$ cat config.mk
export PLATFORM = sky130hd
export DESIGN_NAME = urlencoded_form_splitter_core
export DESIGN_NICKNAME = d
export VERILOG_FILES = /design/src/hdl/ufs_pkg.sv /design/src/hdl/urlencoded_form_splitter_core.sv /design/src/hdl/ufs_front.sv /design/src/hdl/ufs_queue.sv /design/src/hdl/ufs_back.sv
export SDC_FILE = /design/constraint.sdc
export NUM_CORES = 1
export LEC_CHECK = 0
export BUFFER_PORTS_ARGS = -buffer_cell sky130_fd_sc_hd__buf_2
export CAP_MARGIN = 20
export CORE_AREA = 4 4 91 93
export DETAILED_ROUTE_END_ITERATION = 8
export DIE_AREA = 0 0 95 97
export GPL_TIMING_DRIVEN = 1
export PLACE_DENSITY_LB_ADDON = 0.05
export SLEW_MARGIN = 20
export SYNTH_ARGS = -nofsm -noshare
export SYNTH_HDL_FRONTEND = slang
export SYNTH_HIERARCHICAL = 1
export SYNTH_SLANG_ARGS = --single-unit
$ cat constraint.sdc
create_clock -name clk_i -period 9.5 [get_ports clk_i]
set_clock_uncertainty 0.2 [all_clocks]
set_input_delay 0 -clock clk_i [delete_from_list [all_inputs] [get_ports clk_i]]
set_output_delay 0 -clock clk_i [all_outputs]
set_load 0.05 [all_outputs]
$ cat src/hdl/ufs_pkg.sv
// ----------------------------------------------------------------------------
// ufs_pkg: shared types and constants of the urlencoded form splitter
// Result kinds, the command word passed from front to back, and hex decode.
// ----------------------------------------------------------------------------
package ufs_pkg;

  // result kinds
  localparam logic [1:0] KindName  = 2'd0;
  localparam logic [1:0] KindValue = 2'd1;
  localparam logic [1:0] KindEnd   = 2'd2;

  // characters of the urlencoded syntax
  localparam logic [7:0] ChEq    = 8'h3D;  // '='
  localparam logic [7:0] ChAmp   = 8'h26;  // '&'
  localparam logic [7:0] ChPlus  = 8'h2B;  // '+'
  localparam logic [7:0] ChPct   = 8'h25;  // '%'
  localparam logic [7:0] ChSpace = 8'h20;

  localparam logic [7:0] MaxFieldsRst = 8'd64;

  // one classified input byte: an optional first result, then an optional
  // field end caused by end of data
  typedef struct packed {
    logic       r0_v;
    logic [1:0] r0_kind;
    logic [7:0] r0_byte;
    logic       end_v;
    logic [7:0] index;
  } cmd_t;

  // anything that is not a hex digit decodes as zero
  function automatic logic [3:0] hex_digit(input logic [7:0] c);
    logic [3:0] d;
    d = 4'd0;
    if (c >= 8'h30 && c <= 8'h39) begin
      d = c[3:0];
    end else if ((c >= 8'h41 && c <= 8'h46) || (c >= 8'h61 && c <= 8'h66)) begin
      d = c[3:0] + 4'd9;
    end
    return d;
  endfunction

endpackage

$ cat src/hdl/urlencoded_form_splitter_core.sv
// ----------------------------------------------------------------------------
// urlencoded_form_splitter_core: streaming urlencoded form splitter
// Splits posted form bytes into name bytes, decoded value bytes and field
// end markers, each tagged with its field number.
// ----------------------------------------------------------------------------
//
//  channel  | handshake               | payload
//  ---------+-------------------------+----------------------------------------
//  input    | in_valid_i / in_stall_o | data_byte_i, end_of_data_i
//  output   | out_valid_o/out_stall_i | kind_o, out_byte_o, field_index_o,
//           |                         | run_last_o
//  config   | cfg_we_i                | cfg_wdata_i (max_fields)
//
//  One input beat per cycle while in_stall_o is low. A byte yields zero,
//  one or two output beats; the output register drains one beat per cycle
//  unless out_stall_i is high, and the command queue soaks up a byte with
//  two results. The first result of a byte is registered in the command
//  queue, then in the output register. in_stall_o rises only when the
//  command queue is full. Reset (rst_ni low, asynchronous) clears parse
//  state, the queue and the output valid, and sets max_fields to 64.
// ----------------------------------------------------------------------------
module urlencoded_form_splitter_core #(
  parameter int QueueDepth = 2  // command queue entries, 2 or more
) (
  input  logic       clk_i,
  input  logic       rst_ni,
  // configuration
  input  logic       cfg_we_i,
  input  logic [7:0] cfg_wdata_i,
  // input beats
  input  logic       in_valid_i,
  output logic       in_stall_o,
  input  logic [7:0] data_byte_i,
  input  logic       end_of_data_i,
  // output beats
  output logic       out_valid_o,
  input  logic       out_stall_i,
  output logic [1:0] kind_o,
  output logic [7:0] out_byte_o,
  output logic [7:0] field_index_o,
  output logic       run_last_o
);

  ufs_pkg::cmd_t push_cmd, head_cmd;
  logic          push, pop, q_full, q_empty;

  // front: parse state machine, field counter and limit register
  ufs_front u_front (
    .clk_i         (clk_i),
    .rst_ni        (rst_ni),
    .cfg_we_i      (cfg_we_i),
    .cfg_wdata_i   (cfg_wdata_i),
    .in_valid_i    (in_valid_i),
    .in_stall_o    (in_stall_o),
    .data_byte_i   (data_byte_i),
    .end_of_data_i (end_of_data_i),
    .q_full_i      (q_full),
    .push_o        (push),
    .cmd_o         (push_cmd)
  );

  // bytes that cause no result are never queued
  ufs_queue #(
    .Depth (QueueDepth)
  ) u_queue (
    .clk_i   (clk_i),
    .rst_ni  (rst_ni),
    .push_i  (push),
    .wdata_i (push_cmd),
    .pop_i   (pop),
    .rdata_o (head_cmd),
    .full_o  (q_full),
    .empty_o (q_empty)
  );

  // back: one output beat per cycle from the queue head, unless out_stall_i holds it
  ufs_back u_back (
    .clk_i         (clk_i),
    .rst_ni        (rst_ni),
    .cmd_i         (head_cmd),
    .empty_i       (q_empty),
    .pop_o         (pop),
    .out_valid_o   (out_valid_o),
    .out_stall_i   (out_stall_i),
    .kind_o        (kind_o),
    .out_byte_o    (out_byte_o),
    .field_index_o (field_index_o),
    .run_last_o    (run_last_o)
  );

endmodule

$ cat src/hdl/ufs_front.sv
// ----------------------------------------------------------------------------
// ufs_front: byte classifier
// Holds the parse state and the field limit, turns each byte into a command.
// ----------------------------------------------------------------------------
module ufs_front (
  input  logic            clk_i,
  input  logic            rst_ni,
  input  logic            cfg_we_i,
  input  logic [7:0]      cfg_wdata_i,
  input  logic            in_valid_i,
  output logic            in_stall_o,
  input  logic [7:0]      data_byte_i,
  input  logic            end_of_data_i,
  input  logic            q_full_i,
  output logic            push_o,
  output ufs_pkg::cmd_t   cmd_o
);

  localparam logic [2:0] PhBetween = 3'd0;
  localparam logic [2:0] PhName    = 3'd1;
  localparam logic [2:0] PhValue   = 3'd2;
  localparam logic [2:0] PhEsc1    = 3'd3;
  localparam logic [2:0] PhEsc2    = 3'd4;
  localparam logic [2:0] PhDrop    = 3'd5;

  logic [2:0] phase_q, phase_d, phase_eff;
  logic [3:0] nib_q, nib_d;
  logic [7:0] opened_q, opened_d, opened_eff;
  logic [7:0] max_fields_q;
  logic       accept;
  ufs_pkg::cmd_t cmd;

  assign in_stall_o = q_full_i;
  assign accept     = in_valid_i & ~q_full_i;

  always_ff @(posedge clk_i or negedge rst_ni) begin
    if (!rst_ni) begin
      max_fields_q <= ufs_pkg::MaxFieldsRst;
    end else if (cfg_we_i) begin
      max_fields_q <= cfg_wdata_i;
    end
  end

  always_comb begin
    opened_eff = opened_q;
    phase_eff  = phase_q;
    if (phase_q == PhBetween) begin
      if (opened_q < max_fields_q) begin
        opened_eff = opened_q + 8'd1;
        phase_eff  = PhName;
      end else begin
        phase_eff = PhDrop;
      end
    end

    phase_d     = phase_eff;
    nib_d       = nib_q;
    opened_d    = opened_eff;
    cmd.r0_v    = 1'b0;
    cmd.r0_kind = ufs_pkg::KindValue;
    cmd.r0_byte = data_byte_i;
    cmd.end_v   = 1'b0;
    cmd.index   = opened_eff - 8'd1;

    case (phase_eff)
      PhName: begin
        if (data_byte_i == ufs_pkg::ChEq) begin
          phase_d = PhValue;
        end else begin
          cmd.r0_v    = 1'b1;
          cmd.r0_kind = ufs_pkg::KindName;
        end
      end
      PhValue: begin
        if (data_byte_i == ufs_pkg::ChAmp) begin
          cmd.r0_v    = 1'b1;
          cmd.r0_kind = ufs_pkg::KindEnd;
          cmd.r0_byte = 8'd0;
          phase_d     = PhBetween;
        end else if (data_byte_i == ufs_pkg::ChPlus) begin
          cmd.r0_v    = 1'b1;
          cmd.r0_byte = ufs_pkg::ChSpace;
        end else if (data_byte_i == ufs_pkg::ChPct) begin
          phase_d = PhEsc1;
        end else begin
          cmd.r0_v = 1'b1;
        end
      end
      PhEsc1: begin
        if (data_byte_i == ufs_pkg::ChAmp) begin
          cmd.r0_v    = 1'b1;
          cmd.r0_kind = ufs_pkg::KindEnd;
          cmd.r0_byte = 8'd0;
          phase_d     = PhBetween;
        end else begin
          nib_d   = ufs_pkg::hex_digit(data_byte_i);
          phase_d = PhEsc2;
        end
      end
      PhEsc2: begin
        cmd.r0_v = 1'b1;
        nib_d    = 4'd0;
        if (data_byte_i == ufs_pkg::ChAmp) begin
          cmd.r0_kind = ufs_pkg::KindEnd;
          cmd.r0_byte = 8'd0;
          phase_d     = PhBetween;
        end else begin
          cmd.r0_byte = {nib_q, ufs_pkg::hex_digit(data_byte_i)};
          phase_d     = PhValue;
        end
      end
      default: begin
        phase_d = PhDrop;
      end
    endcase

    if (end_of_data_i) begin
      cmd.end_v = (phase_d == PhName) || (phase_d == PhValue) ||
                  (phase_d == PhEsc1) || (phase_d == PhEsc2);
      phase_d   = PhBetween;
      nib_d     = 4'd0;
      opened_d  = 8'd0;
    end
  end

  assign push_o = accept & (cmd.r0_v | cmd.end_v);
  assign cmd_o  = cmd;

  always_ff @(posedge clk_i or negedge rst_ni) begin
    if (!rst_ni) begin
      phase_q  <= PhBetween;
      nib_q    <= 4'd0;
      opened_q <= 8'd0;
    end else if (accept) begin
      phase_q  <= phase_d;
      nib_q    <= nib_d;
      opened_q <= opened_d;
    end
  end

endmodule

$ cat src/hdl/ufs_queue.sv
// ----------------------------------------------------------------------------
// ufs_queue: command queue
// Small register FIFO that decouples the classifier from the emitter.
// ----------------------------------------------------------------------------
module ufs_queue #(
  parameter int Depth = 2
) (
  input  logic          clk_i,
  input  logic          rst_ni,
  input  logic          push_i,
  input  ufs_pkg::cmd_t wdata_i,
  input  logic          pop_i,
  output ufs_pkg::cmd_t rdata_o,
  output logic          full_o,
  output logic          empty_o
);

  localparam int PtrW = (Depth > 1) ? $clog2(Depth) : 1;
  localparam int CntW = $clog2(Depth + 1);

  ufs_pkg::cmd_t   mem_q [Depth];
  logic [PtrW-1:0] wr_ptr_q, rd_ptr_q;
  logic [CntW-1:0] count_q;

  assign full_o  = (count_q == CntW'(Depth));
  assign empty_o = (count_q == '0);
  assign rdata_o = mem_q[rd_ptr_q];

  always_ff @(posedge clk_i) begin
    if (push_i) begin
      mem_q[wr_ptr_q] <= wdata_i;
    end
  end

  always_ff @(posedge clk_i or negedge rst_ni) begin
    if (!rst_ni) begin
      wr_ptr_q <= '0;
      rd_ptr_q <= '0;
      count_q  <= '0;
    end else begin
      if (push_i) begin
        wr_ptr_q <= (wr_ptr_q == PtrW'(Depth - 1)) ? '0 : wr_ptr_q + 1'b1;
      end
      if (pop_i) begin
        rd_ptr_q <= (rd_ptr_q == PtrW'(Depth - 1)) ? '0 : rd_ptr_q + 1'b1;
      end
      if (push_i && !pop_i) begin
        count_q <= count_q + 1'b1;
      end else if (pop_i && !push_i) begin
        count_q <= count_q - 1'b1;
      end
    end
  end

endmodule

$ cat src/hdl/ufs_back.sv
// ----------------------------------------------------------------------------
// ufs_back: result emitter
// Expands each command into one or two result beats in an output register.
// ----------------------------------------------------------------------------
module ufs_back (
  input  logic          clk_i,
  input  logic          rst_ni,
  input  ufs_pkg::cmd_t cmd_i,
  input  logic          empty_i,
  output logic          pop_o,
  output logic          out_valid_o,
  input  logic          out_stall_i,
  output logic [1:0]    kind_o,
  output logic [7:0]    out_byte_o,
  output logic [7:0]    field_index_o,
  output logic          run_last_o
);

  logic       valid_q, sub_q, sub_d;
  logic       load, emit, first;
  logic [1:0] kind_q;
  logic [7:0] byte_q, index_q;
  logic       last_q;

  assign load  = ~valid_q | ~out_stall_i;
  assign emit  = load & ~empty_i;
  // the first result is pending when it exists and has not gone out yet
  assign first = ~sub_q & cmd_i.r0_v;
  assign pop_o = emit & ~(first & cmd_i.end_v);

  always_comb begin
    sub_d = sub_q;
    if (emit) begin
      sub_d = first & cmd_i.end_v;
    end
  end

  always_ff @(posedge clk_i or negedge rst_ni) begin
    if (!rst_ni) begin
      valid_q <= 1'b0;
      sub_q   <= 1'b0;
    end else begin
      sub_q <= sub_d;
      if (load) begin
        valid_q <= ~empty_i;
      end
    end
  end

  always_ff @(posedge clk_i) begin
    if (emit) begin
      index_q <= cmd_i.index;
      if (first) begin
        kind_q <= cmd_i.r0_kind;
        byte_q <= cmd_i.r0_byte;
        last_q <= ~cmd_i.end_v;
      end else begin
        kind_q <= ufs_pkg::KindEnd;
        byte_q <= 8'd0;
        last_q <= 1'b1;
      end
    end
  end

  assign out_valid_o   = valid_q;
  assign kind_o        = kind_q;
  assign out_byte_o    = byte_q;
  assign field_index_o = index_q;
  assign run_last_o    = last_q;

endmodule

==> results summary <==
The maximum achievable frequency came out at 0.275 GHz. The global route total overflow came out at 0. The clock latency reported for the late side of the worst-skew pair came out at 0.35 ns. Detailed placement finished with a half-perimeter wire length of 5.79 mm. The minimum setup slack among reg-to-reg paths is 5.86 ns. The depth of the CTS H-tree is 3. The power per cell area is 345 nW/um^2. The initial antenna violation count came out at 0.

The share of post-route cells with drive strength above 1 came out at 23.1%. The layout-stage area growth over the synthesis result came out at 17.6%. The fraction of registers with async set or reset after synthesis came out at 33.0%. Counting flops and latches in the post-synthesis netlist gives 88. Along the worst path, the maximum fanout reaches 20. The routed layout has 3153 vias. The clock passes through at most 2 buffers.

The core footprint is 7530 sq um. The run finished with clean final reports. The worst setup path is captured at a flop. The part of the Yosys area used for sequential elements is 53.7%. The average wire per cell in the routed design is 15.4 um. The netlist area before placement is 4660 sq um. The worst slew slack as a fraction of its limit came out at 40.4%. The maximum resistive drop on vdd came out at 0.160 mV. For this block, the routed nets add up to 8.78 mm of wire.

The post-cts repair resize count came out at 0. The most frequently used flop master after synthesis is edfxtp_1. Setup violations remaining at the end of the flow were counted as 0.

Synthesis produced 392 cells. The DRC violation count after routing is 0. Setup repair after global routing left no endpoint under its margin. Averaged over all synthesized cells, the footprint is 11.9 sq um. The number of nets in the synthesized netlist is 428. The required time of the critical path is 9.27 ns. The first global-routing pass estimated 14.9 mm of wire. The biggest area consumer among synthesized cells is edfxtp_1. The count of different cell masters after synthesis came out at 66.

Before antenna repair, the detailed router went through 5 iterations. The die area came out at 9220 sq um. The number of flops mapped to enable cells by yosys came out at 59. The net count reported at finish is 498. The initial cell density of the core is 61.9%. The path class of the tightest hold or removal check is input port to async pin.

The floorplan step set the die height to 97 um. The via-per-instance ratio is 5.54. The startpoint identified for the worst register-to-register timing path is u_front/opened_q[2]. The number of buffers inserted during clock tree synthesis is 9. The count of synthesis-stage warnings from yosys is 6. The diode insertion count for antenna repair is 0. In the synthesized netlist, the cells that appear most often are 59 x edfxtp_1, 47 x nand2_1, 28 x dfrtp_1, 22 x o21ai_0, 21 x nor2_1. The end-of-flow core utilization is 72.8%. The number of global-route vias before repair is 3103. The clock tree root driver cell is clkbuf_8. The floorplan die width is 95 um. The max capacitance violation total came out at 0. The setup TNS came out at 0 ns. In this run the worst setup path begins at u_front/opened_q[2]. By instance count, the leading cell after synthesis is edfxtp_1. After synthesis, the cell types taking the most area are edfxtp_1 38%, dfrtp_1 15%, mux2_4 6.1%, nand2_1 3.8%, ha_1 3.8%.

Entering global routing, the biggest net connects 30 pins. In this run, the number of DRC markers left after iteration 0 of detailed routing was 161. The register clock-pin slew on the reported worst setup and hold paths is 0.09 ns. The aggregate global-route resource usage is 20.6%.

The top cell type's share of synthesized area came out at 38.1%. At the pin with the least slew margin, the transition time is 0.894 ns. The number of routed nets with antenna violations is 0.

The top-level I/O count is 43. The final number of max-transition violations is 0. STA classifies the critical path startpoint as a flop.

The worst path in the final design needs a cycle of 3.64 ns, including I/O delays and setup. The site row count came out at 32. The worst setup path is of the flop to flop kind.

The final count of hold timing violations came out at 0. The analysis attributes to cell leakage a power of 2.22 nW. In the finished design, the share of the clock period the worst path needs comes to 38.3%. For this design, the sink count on the clock tree is 88.

The port buffer count came out at 42. STA puts the critical path data arrival time at 3.41 ns. The final weighted congestion in routability-driven placement is 0.867.

TritonCTS built the clock tree.
-- where the power goes --
part / switching, mW / internal [mW] / total (mW) / leakage, nW
registers: 0.102 / 0.637 / 0.739 / 0.919
logic: 0.528 / 0.349 / 0.877 / 1.20
clock network: 0.126 / 0.149 / 0.275 / 0.106
-- cells by family (layout without fill, tap and decap cells) --
kind of cell	after synthesis	count (layout)	synth area share, %
simple gates	132	132	15.3
flops	88	88	53.7
mux	29	29	8.36
fa+ha+maj	14	14	3.76
xor+xnor	16	16	3.01
buf+inv	39	114	3.95
compound gates	74	74	11.9
-- through the flow --
stage          setup slack [ns]  cells  total power, mW  area [sq um]  hold slack [ns]
2_1_floorplan              6.07    392             1.45          4660           -0.496
3_3_place_gp               5.99    518             1.58          4900           -0.117
3_5_place_dp               5.88    519             1.62          4920           -0.116
4_1_cts                    5.87    569             1.91          5480           0.0387
5_1_grt                    5.65    569             2.02          5480           0.0758
6_report                   5.86    569             1.89          5480           0.0367
-- routing by layer --
layer  vias up  GRT usage [%]  wire length, um  part of all wire, %
met2        71           33.4             4410                   50
li1       1553              -                -                    -
met4         0           6.44               72                 0.82
met1      1523           28.1             3950                   45
met5         -              0                0                    0
met3         6           3.89              349                  4.0
-- cell type report --
cell class	instances	area, sq um
well taps	102	128
clock inverters	5	81.3
multi-input cells	265	1970
clock buffers	11	131
inverters	19	71.3
fillers	540	2050
flip-flops and latches	88	2500
repair buffers	79	593
-- placed cells by master, fill, tap and decap left out, drive strengths merged, types with 11 or more instances in the layout --
cell         instances
edfxtp              59
nand2               47
buf                 45
dlygate4sd3         34
dfrtp               28
o21ai               23
nor2                22
mux2                22
inv                 20
and2                15
ha                  14
clkbuf              11
a21oi               11
-- flip-flops by register name, summed over array words and instances (netlist names) --
| signal | count |
|---|---|
| u_front/phase_q | 3 |
| u_front/max_fields_q | 8 |
| u_back/kind_o | 2 |
| u_back/sub_q | 1 |
| u_queue/mem_q | 40 |
| u_front/opened_q | 8 |
| u_queue/count_q | 2 |
| u_back/out_valid_o | 1 |
| u_queue/wr_ptr_q | 1 |
| u_queue/rd_ptr_q | 1 |
| u_front/nib_q | 4 |
| u_back/out_byte_o | 8 |
| u_back/run_last_o | 1 |
| u_back/field_index_o | 8 |
-- worst paths after layout --
path / endpoint / cells after the start
max in group asynchronous: u_front/opened_q[1] / 2
worst min-delay path: u_front/nib_q[3] / 2
worst min register to register: u_front/nib_q[2] / 2
worst max register to register: u_queue/mem_q[1][1] / 8
worst max-delay path: u_queue/mem_q[1][1] / 8
min in group clk_i: u_back/out_valid_o / 4
-- worst max-delay path, stage by stage (launching register included) --
cell	delay [ns]
dfrtp_1	0.52
ha_1	0.38
a211oi_2	0.30
o21ai_4	0.13
a21oi_1	0.32
o21ai_0	0.17
a21boi_0	0.32
o21ba_2	0.22
and2_1	0.72
-- repair_timing --
| action | 4_1_cts | 5_1_grt |
|---|---|---|
| hold buffers | 34 | 0 |
| endpoints found under the hold margin | 84 | 0 |
| setup buffers | 0 | 0 |
(Power assumes the default switching activity.)
